File: src/sv/lgs_pkg.sv
// ----------------------------------------------------------------------------
// lgs_pkg
// Shared types and codes for the bounded life-grid generation step block.
// ----------------------------------------------------------------------------
package lgs_pkg;

	localparam logic [1:0] OP_WRITE = 2'd0;
	localparam logic [1:0] OP_RUN   = 2'd1;
	localparam logic [1:0] OP_READ  = 2'd2;

	localparam int unsigned COORD_W = 5;
	localparam int unsigned GEN_W   = 16;

	typedef struct packed {
		logic [1:0]         op;
		logic [COORD_W-1:0] col;
		logic [COORD_W-1:0] row;
		logic               alive_in;
		logic [GEN_W-1:0]   gens_to_run;
	} lgs_in_t;

	typedef struct packed {
		logic             alive_out;
		logic [GEN_W-1:0] generation;
	} lgs_out_t;

	// Control broadcast from the sequencer to every row cell
	typedef struct packed {
		logic               advance;
		logic               wr_en;
		logic [COORD_W-1:0] wr_row;
		logic [COORD_W-1:0] wr_col;
		logic               wr_val;
	} lgs_cell_ctl_t;

endpackage

File: src/sv/lgs_row_cell.sv
// ----------------------------------------------------------------------------
// lgs_row_cell
// Holds one grid row; takes the rows above and below from its neighbors and
// steps the row by one generation (B3/S23) when told to advance.
// ----------------------------------------------------------------------------
module lgs_row_cell
	import lgs_pkg::*;
#(
	parameter int GRID_SIZE = 32,
	parameter int ROW_IDX   = 0
) (
	input  logic                 clk,
	input  logic                 arst_n,
	input  lgs_cell_ctl_t        ctl,
	input  logic [GRID_SIZE-1:0] up_row,
	input  logic [GRID_SIZE-1:0] dn_row,
	output logic [GRID_SIZE-1:0] cur_row
);

	logic [GRID_SIZE-1:0] row_q;
	logic [GRID_SIZE-1:0] next_row;
	logic [GRID_SIZE-1:0] wr_mask;
	logic                 row_hit;

	assign cur_row = row_q;
	assign row_hit = (32'(ctl.wr_row) == 32'(ROW_IDX));
	assign wr_mask = GRID_SIZE'(1) << ctl.wr_col;

	// Per-column neighbor count: s0/s1 count bits, s2 sticks at four or more
	always_comb begin
		logic [GRID_SIZE-1:0] nb [8];
		logic [GRID_SIZE-1:0] s0, s1, s2, c0, c1;
		nb[0] = up_row << 1;
		nb[1] = up_row;
		nb[2] = up_row >> 1;
		nb[3] = row_q << 1;
		nb[4] = row_q >> 1;
		nb[5] = dn_row << 1;
		nb[6] = dn_row;
		nb[7] = dn_row >> 1;
		s0 = '0;
		s1 = '0;
		s2 = '0;
		for (int i = 0; i < 8; i++) begin
			c0 = s0 & nb[i];
			s0 = s0 ^ nb[i];
			c1 = s1 & c0;
			s1 = s1 ^ c0;
			s2 = s2 | c1;
		end
		next_row = (s0 & s1 & ~s2) | (row_q & ~s0 & s1 & ~s2);
	end

	always_ff @(posedge clk or negedge arst_n) begin
		if (!arst_n) begin
			row_q <= '0;
		end else if (ctl.advance) begin
			row_q <= next_row;
		end else if (ctl.wr_en && row_hit) begin
			if (ctl.wr_val) begin
				row_q <= row_q | wr_mask;
			end else begin
				row_q <= row_q & ~wr_mask;
			end
		end
	end

endmodule

File: config.mk
export PLATFORM = sky130hd
export DESIGN_NAME = lgs_row_cell
export DESIGN_NICKNAME = d
export VERILOG_FILES = /design/src/sv/lgs_pkg.sv /design/src/sv/lgs_row_cell.sv
export SDC_FILE = /design/constraint.sdc
export NUM_CORES = 1
export LEC_CHECK = 0
export CAP_MARGIN = 20
export CORE_AREA = 2 2 133 135
export DETAILED_ROUTE_END_ITERATION = 12
export DIE_AREA = 0 0 135 137
export DONT_BUFFER_PORTS = 1
export GPL_ROUTABILITY_DRIVEN = 0
export GPL_TIMING_DRIVEN = 0
export PLACE_DENSITY = 0.69
export REMOVE_ABC_BUFFERS = 1
export SYNTH_ARGS = -nofsm -noshare
export SYNTH_HDL_FRONTEND = slang
export SYNTH_SLANG_ARGS = --single-unit
export TNS_END_PERCENT = 1
File: constraint.sdc
create_clock -name clk -period 3.31 [get_ports clk]
set_clock_uncertainty 0.1 [all_clocks]
set_input_delay 0.1655 -clock clk [delete_from_list [all_inputs] [get_ports clk]]
set_output_delay 0.1655 -clock clk [all_outputs]
set_load 0.05 [all_outputs]
# Word level (Yosys, flattened, before mapping)
# Cells that the tools add are included.
# word_totals
output_inout_bits	32
regBits	32
# classes
shift	1
n_mux	3
bitwise	42
reduce_logical	3
# op_table
operator	count
32-bit AND	16
32-bit XOR	10
32-bit bitwise OR	7
32-bit by 31-bit AND with 32-bit output	3
32-bit 2-to-1 mux	3
32-bit NOT	3
32-bit by 31-bit XOR with 32-bit output	3
1-bit by 5-bit << shifter with 32-bit output (first input constant)	1
5-bit logical NOT	1
2-bit nonzero test	1
1-bit logical AND	1

# Longest topological paths before layout
# Gate-level depths: netlist (run 1).
# logic_depth
depth_word	13
mapped_depth	14

# Worst setup path before layout (run 1)
# OpenSTA, ideal clock, no wires.
# synth_timing
path_kind	input -> register
from	in up_row[13]
to	reg (tool-made name)
setup_time_ns	0.082
path_buffers	0
cell_stages	14
path_slack_ns	0.038
t_required_ns	3.128
arrival_ns	3.090
path_cell_list	inv_1 -> fa_1 -> inv_1 -> ha_1 -> inv_1 -> fa_1 -> inv_1 -> ha_1 -> ha_1 -> ha_1 -> ha_1 -> nor4bb_1 -> o2111ai_1 -> a31oi_1
# synth_lines
element	line_no	rtl
from (decl)	lgs_row_cell.sv:15	input logic [GRID_SIZE-1:0] up_row,

==> impl_metrics.yaml, run 1 <==
clock_tree:
  cts_tree: "done"
  cts.sinks: 32
  insertion_delay_ns: 0.28
  clk_pin_slew_ns: 0.06
  numCtsBuffers: 5
  cts_root_buffer: "clkbuf_16"
  clock_path_buffers: 2
  htreeDepth: 2
synthesis:
  async_flop_share_pct: 100
  ys_ff_latch: 32
  synth_cell_types: 39
  synth_top_area_share_pct: 46.2
  syn_inst: 906
  yosysTopAreaCell: "ha_1"
  synth_area_leaders: "ha_1, fa_1, dfrtp_1"
  seq_area_frac_synth_pct: 8.73
  netlist_area_um2: 9180
  syn_area_per_cell_um2: 10.1
  synth_warnings: 0
  synthFlopType: "dfrtp_1"
  netlist_top_cells_count: "ha_1, inv_1, fa_1"
  synth_edf_count: 0
  synth.most_common_cell: "ha_1"
detailed_routing:
  drc: 0
  via_count: 6470
  detail_route.first_pass.iterations: 4
  wl_per_cell_um: 17.6
  drt_wl_total_mm: 19.7
  antenna_left: 0
  viasPerCell: 5.79
  drt_iter0_drc: 237
power:
  clock_power_share_pct: 6.9
  pwr-share-comb_pct: 72.3
  p_seq_share_pct: 20.8
  power_leakage_nw: 4.95
  p_sw_share_pct: 48.1
  internal_power_mw: 4.39
  ir_worst_vdd_uv: 619
  pwr_density_cell_nw_per_um2: 850
  p_sw_mw: 4.07
timing:
  relSlewSlack_pct: 31.4
  rsz0062_at_grt: "yes"
  tightest_slew_ns: 1.03
  finalCritPeriodShare_pct: 99.4
  finalHoldViolCount: 0
  drv_slew: 0
  tns_ns: 0
  holdWs_ns: 0.00453
  setup_violations: 0
  fmax_ghz: 0.304
  final.min_clock_period_ns: 3.29
global_routing:
  use_met1_pct: 27.5
  antenna_found_initial: 0
  grt_start_max_net_pins: 48
  grt_use_met2_pct: 38.4
  track_usage_pct: 21.9
  grt_pass1_vias: 6560
  overflow: 0
  met3_usage_pct: 4.78
  grt_busiest_layer: "met2"
  grt_pass1_wl_mm: 32.6
die:
  fp.dieH_um: 137
  num_io_pins: 111
  core-area_um2: 17100
  start_util_pct: 53.8
  die_area_um2: 18500
  die_w_um: 135
  rows: 48
hold_path:
  holdCritPathClass: "input pin to flop"
placement:
  dp_hpwl_mm: 15.7
  io_buffers: 0
layout:
  antenna_cells: 0
  nets: 1373
  num-fill-cells: 1448
  fin_util_pct: 58.3
  area_delta_synth_final_pct: 8.45
  drive_gt1_share_pct: 11.0
worst_setup_path:
  endpoint_kind: "flop"
  cp-start-kind: "flop"
  path_class: "flop to flop"
  worstPathMaxFanout: 5
  arrival_ns: 3.39
  worst_ep_required_time_ns: 3.41
run_status:
  outcome: "completed"
run:
  cap_violations: 0
## cells by family (layout without fill, tap and decap cells)
logic type	after synthesis	count (layout)	synth area share [%]
adders and majority gates	403	403	60.2
DFF	32	32	8.73
AOI/OAI and AO/OA	128	128	11.3
and+or+nand+nor	119	119	9.57
buffers and inverters	224	210	10.2
## layer usage
metal,wire [µm],part of all wire [%]
met2,9580,49
met5,0,0
met3,1280,6.5
met1,8440,43
met4,363,1.8
## power groups by stage
stage / Sequential, mW / Combinational, mW / Clock (mW)
final: 1.76 / 6.11 / 0.582
after global routing: 1.81 / 7.32 / 0.599
after CTS: 1.69 / 5.50 / 0.588
after detailed placement: 1.65 / 5.36 / 0
after global placement: 1.64 / 5.00 / 0
after floorplan: 1.46 / 4.19 / 0
## placed cells by master, fill, tap and decap left out, types with 9 or more instances in the layout
master and count:
nor2_1 21, dfrtp_4 26, nor4bb_2 9, inv_1 184, fa_1 64, a311oi_1 32, nand2_1 30, a31oi_1 30
ha_1 336, o2111ai_1 26, a31o_1 22
## layout make-up
cell class	count	area [µm²]	area share, %
multi-input combinational	650	7700	77.4
sequential	32	902	9.07
inverter	190	736	7.39
tap	225	282	2.83
clock buffer	7	153	1.53
timing repair buffer	12	150	1.51
clock inverter	1	30.0	0.302
## stage by stage
step / cells / setup slack, ns / total power, mW / instance area (µm²)
2_1_floorplan: 872 / 0.0333 / 5.65 / 8950
3_3_place_gp: 1097 / -0.219 / 6.64 / 9230
3_5_place_dp: 1102 / -0.276 / 7.01 / 9290
4_1_cts: 1117 / -0.194 / 7.78 / 9620
5_1_grt: 1117 / -0.132 / 9.73 / 9950
6_report: 1117 / 0.0212 / 8.46 / 9950
## final timing paths
check | startpoint | endpoint | slack [ns] | cells after the start
hold / removal | ctl[2] | flop | 0.005 | 3
max in group asynchronous | arst_n | async pin | 2.64 | 2
setup / recovery | flop | flop | 0.02 | 11
hold reg to reg | flop | flop | 0.70 | 2
min in group asynchronous | arst_n | async pin | 0.24 | 2
setup reg to reg | flop | flop | 0.02 | 11
## critical path, cell delays in order (launching register included)
cell       delay, ns
dfrtp_4         0.55
ha_1            0.18
inv_1           0.06
fa_1            0.54
inv_1           0.05
ha_1            0.26
ha_1            0.28
ha_1            0.29
ha_1            0.28
nor4bb_4        0.29
o2111ai_2       0.16
a31oi_1         0.16
## repair_timing
item,in CTS,in global routing
hold endpoints to repair,60,0
hold buffers,7,0
gates resized for setup,31,69
setup endpoints to repair,28,30
pin swaps,1,23
setup buffers,0,0
(Power assumes the default switching activity.)
==> inputs of run 2 (changes only) <==
--- a/config.mk
+++ b/config.mk
@@ -6,13 +6,12 @@
 export NUM_CORES = 1
 export LEC_CHECK = 0
 export CAP_MARGIN = 20
-export CORE_AREA = 2 2 133 135
+export CORE_AREA = 2 2 155 157
 export DETAILED_ROUTE_END_ITERATION = 12
-export DIE_AREA = 0 0 135 137
+export DIE_AREA = 0 0 157 159
 export DONT_BUFFER_PORTS = 1
 export GPL_ROUTABILITY_DRIVEN = 0
 export GPL_TIMING_DRIVEN = 0
-export PLACE_DENSITY = 0.69
 export REMOVE_ABC_BUFFERS = 1
 export SYNTH_ARGS = -nofsm -noshare
 export SYNTH_HDL_FRONTEND = slang
==> impl_metrics.yaml, run 2 (synthesis results as in run 1) <==
run_status:
  outcome: "completed"
run:
  cap_violations: 0
clock_tree:
  numCtsBuffers: 5
  htreeDepth: 2
  clk_pin_slew_ns: 0.06
  cts_root_buffer: "clkbuf_16"
  cts_tree: "done"
  cts.sinks: 32
  insertion_delay_ns: 0.28
  clock_path_buffers: 2
die:
  die_area_um2: 25000
  die_w_um: 157
  start_util_pct: 39.6
  num_io_pins: 111
  rows: 56
  fp.dieH_um: 159
  core-area_um2: 23200
hold_path:
  holdCritPathClass: "input pin to flop"
  min-delay-start: "ctl[2]"
layout:
  nets: 1379
  area_delta_synth_final_pct: 11.1
  regArea_um2: 902
  num-fill-cells: 2187
  drive_gt1_share_pct: 11.6
  final_common_cell: "ha_1"
  final_cell_mix: "ha_1, inv_1, fa_1"
  final_cells: 1217
  multiInputGateArea_um2: 7790
timing:
  finalCritPeriodShare_pct: 99.1
  drv_slew: 0
  setup_violations: 0
  finalHoldViolCount: 0
  final.min_clock_period_ns: 3.28
  tightest_slew_ns: 1.08
  holdWs_ns: 0.00552
  rsz0062_at_grt: "yes"
  relSlewSlack_pct: 27.4
  fmax_ghz: 0.305
global_routing:
  grt_pass1_wl_mm: 34.5
  antenna_found_initial: 0
  overflow: 0
  track_usage_pct: 17.3
  grt_pass1_vias: 6620
  grt_start_max_net_pins: 50
detailed_routing:
  drc: 0
  detail_route.first_pass.iterations: 4
  via_count: 6488
  antenna_left: 0
  viasPerCell: 5.33
  drt_iter0_drc: 275
  drt_wl_total_mm: 21.2
  wl_per_cell_um: 17.4
placement:
  dp_hpwl_mm: 16.7
  placedCellCount: 1196
  io_buffers: 0
worst_setup_path:
  endpoint_kind: "flop"
  arrival_ns: 3.37
  cp-start-kind: "flop"
  path_class: "flop to flop"
  worst_ep_required_time_ns: 3.40
  worstPathMaxFanout: 5
power:
  ir_worst_vdd_uv: 559
  power_leakage_nw: 4.99
  pwr_density_cell_nw_per_um2: 832
[run 2: through the flow]
stage                     cell area [µm²]  util, %  setup TNS (ns)  worst slack, ns  power (mW)
after floorplan                      8950        -               0           0.0333        5.65
after detailed placement             9410     40.6           -5.51           -0.303        7.04
after global placement               9350     40.3           -4.77           -0.312        6.68
after CTS                            9770     42.1          -0.298          -0.0960        7.76
final                               10200     44.0               0           0.0311        8.48
after global routing                10200     43.9          -0.782           -0.102        9.86
[run 2: critical path, cell delays in order, from the launching register on]
cell and delay (ns):
dfrtp_4 0.55, ha_1 0.18, inv_1 0.06, fa_1 0.53, inv_1 0.04, ha_1 0.26, ha_1 0.27, ha_1 0.28
ha_1 0.28, nor4bb_2 0.29, o2111ai_1 0.19, a31oi_1 0.17
[run 2: final timing paths]
kind                       cells past startpoint         to  slack, ns
min in group asynchronous                      2  async pin       0.24
min reg2reg                                    2       flop       0.70
max                                           11       flop       0.03
max in group asynchronous                      2  async pin       2.65
max reg2reg                                   11       flop       0.03
min                                            3       flop      0.006
[run 2: where the power goes]
part | switching [mW] | leakage (nW) | total, mW | internal [mW]
Clock | 0.179 | 0.0760 | 0.495 | 0.316
Sequential | 1.11 | 0.359 | 1.79 | 0.684
Combinational | 2.85 | 4.56 | 6.19 | 3.34
Total | 4.14 | 4.99 | 8.48 | 4.34
[run 2: repair_timing]
item	in CTS	in global routing
hold buffers	12	0
gates resized for setup	40	72
hold endpoints to repair	53	0
pin swaps	3	36
setup endpoints to repair	28	30
setup buffers	0	0
[run 2: cell type report]
type	instances	share of cell area, %
Antenna cell	1	0.0245
Clock buffer	7	1.50
Inverter	190	7.11
Multi-Input combinational cell	650	76.4
Sequential cell	32	8.85
Tap cell	319	3.92
Timing Repair Buffer	18	2.17
[run 2: layer usage]
layer  share of wire, %  wire (µm)  track usage, %
met3                6.3       1340            3.95
met5                  0          0               0
met1                 44       9280            21.9
met4               0.85        180            2.88
met2                 49      10400            30.2
==> inputs of run 3 (changes only) <==
--- a/config.mk
+++ b/config.mk
@@ -13,6 +13,7 @@
 export GPL_ROUTABILITY_DRIVEN = 0
 export GPL_TIMING_DRIVEN = 0
 export REMOVE_ABC_BUFFERS = 1
+export SETUP_SLACK_MARGIN = 0.4
 export SYNTH_ARGS = -nofsm -noshare
 export SYNTH_HDL_FRONTEND = slang
 export SYNTH_SLANG_ARGS = --single-unit
==> impl_metrics.yaml, run 3 (synthesis results as in run 1) <==
timing:
  setup_violations: 0
  finalCritPeriodShare_pct: 96.0
  rsz0062_at_grt: "yes"
  relSlewSlack_pct: 31.2
  tns_ns: 0
  holdWs_ns: 0.00462
  drv_slew: 0
  fmax_ghz: 0.315
  finalHoldViolCount: 0
  tightest_slew_ns: 1.03
  final.min_clock_period_ns: 3.18
die:
  start_util_pct: 39.6
  num_io_pins: 111
  fp.dieH_um: 159
  die_area_um2: 25000
  core-area_um2: 23200
  die_w_um: 157
  rows: 56
detailed_routing:
  drt_wl_total_mm: 21.1
  detail_route.first_pass.iterations: 4
  antenna_left: 0
  drt_iter0_drc: 249
  drc: 0
  viasPerCell: 5.33
  via_count: 6461
  wl_per_cell_um: 17.4
layout:
  drive_gt1_share_pct: 15.7
  area_delta_synth_final_pct: 13.7
  antenna_cells: 0
  num-fill-cells: 2167
  final_cell_mix: "ha_1, inv_1, fa_1"
  nets: 1375
  final_cells: 1212
  final_common_cell: "ha_1"
  fin_area_um2: 10400
worst_setup_path:
  critPathMaxStageDelay_ns: 0.56
  path_class: "flop to flop"
  crit_top_cell: "ha_1"
  worstPathMaxFanout: 5
  cp_slowest_cell: "dfrtp_4"
  cp_cell_sequence: "ha_4 > inv_2 > fa_1 > inv_1 > ha_1 > ha_1 > ha_1 > ha_1 > nor4bb_4 > o2111ai_2 > a31oi_1"
  worst_ep_required_time_ns: 3.41
  endpoint_kind: "flop"
  cp-start-kind: "flop"
  arrival_ns: 3.27
hold_path:
  min-delay-start: "ctl[2]"
  holdCritPathClass: "input pin to flop"
power:
  power_leakage_nw: 4.91
  ir_worst_vdd_uv: 564
  pwr_density_cell_nw_per_um2: 841
  finalPower_mw: 8.77
clock_tree:
  cts_tree: "done"
  clk_pin_slew_ns: 0.06
  post_cts_buffers: 0
  htreeDepth: 2
  cts.sinks: 32
  insertion_delay_ns: 0.28
  cts_root_buffer: "clkbuf_16"
  clock_path_buffers: 2
  numCtsBuffers: 5
placement:
  post_dp_cell_area_um2: 9410
  io_buffers: 0
  dp_hpwl_mm: 16.7
  placedCellCount: 1196
global_routing:
  antenna_found_initial: 0
  overflow: 0
  track_usage_pct: 17.4
  grt_pass1_wl_mm: 34.8
  grt_start_max_net_pins: 69
  grt_pass1_vias: 6717
run:
  cap_violations: 0
run_status:
  outcome: "completed"
## run 3: cell count changes in the layout (fill, tap and decap cells not counted), moves of 2 or more
cell           before  now
ha_1              331  309
ha_4                7   27
inv_1             187  174
clkinvlp_4          3   12
inv_2               0    4
dlygate4sd3_1      11    8
dfrtp_4            26   28
ha_2                1    3
## run 3: repair_timing
action,CTS,global route
hold endpoints to repair,49,0
pin swaps,81,21
setup endpoints to repair,32,32
gates resized for setup,129,38
hold buffers,9,0
## run 3: worst max-delay path: cells and delay by family, from the launching register on
kind	cells	cell delay, ns
compound gates	2	0.35
buf+inv	2	0.07
simple gates	1	0.27
flops	1	0.56
fa+ha+maj	6	1.73
## run 3: where the power goes
part	total (mW)	internal [mW]	leakage, nW	switching (mW)
Clock	0.495	0.316	0.0760	0.179
Sequential	1.84	0.690	0.357	1.15
Combinational	6.44	3.49	4.47	2.95
## run 3: per-stage QoR
stage	setup slack (ns)	util [%]
after floorplan	0.0333	-
after global placement	-0.312	40.3
after detailed placement	-0.303	40.6
after CTS	0.137	44.1
after global routing	-0.0218	45.0
final	0.134	45.0
## run 3: final cells by class
cell class                 instances  area [µm²]  share of cell area [%]
inverter                         190         758                    7.27
sequential                        32         908                    8.71
clock buffer                       7         153                    1.46
tap                              319         399                    3.82
multi-input combinational        650        8050                    77.2
timing repair buffer              14         164                    1.57
## run 3: path summary, 6_finish.rpt
path,endpoint,slack (ns),cells past startpoint
worst max-delay path,flop,0.13,11
worst min-delay path,flop,0.005,3
worst max register to register,flop,0.13,11
worst min register to register,flop,0.70,2
max in group asynchronous,async pin,2.65,2
min in group asynchronous,async pin,0.24,2
## run 3: per-layer routing
metal  global-route usage, %  up-vias  share of wire (%)
li1                        -     3182                  -
met1                    21.6     3162                 43
met2                    31.4      108                 50
met3                    3.78        9                6.0
met4                    2.54        0               0.63
met5                       0        -                  0
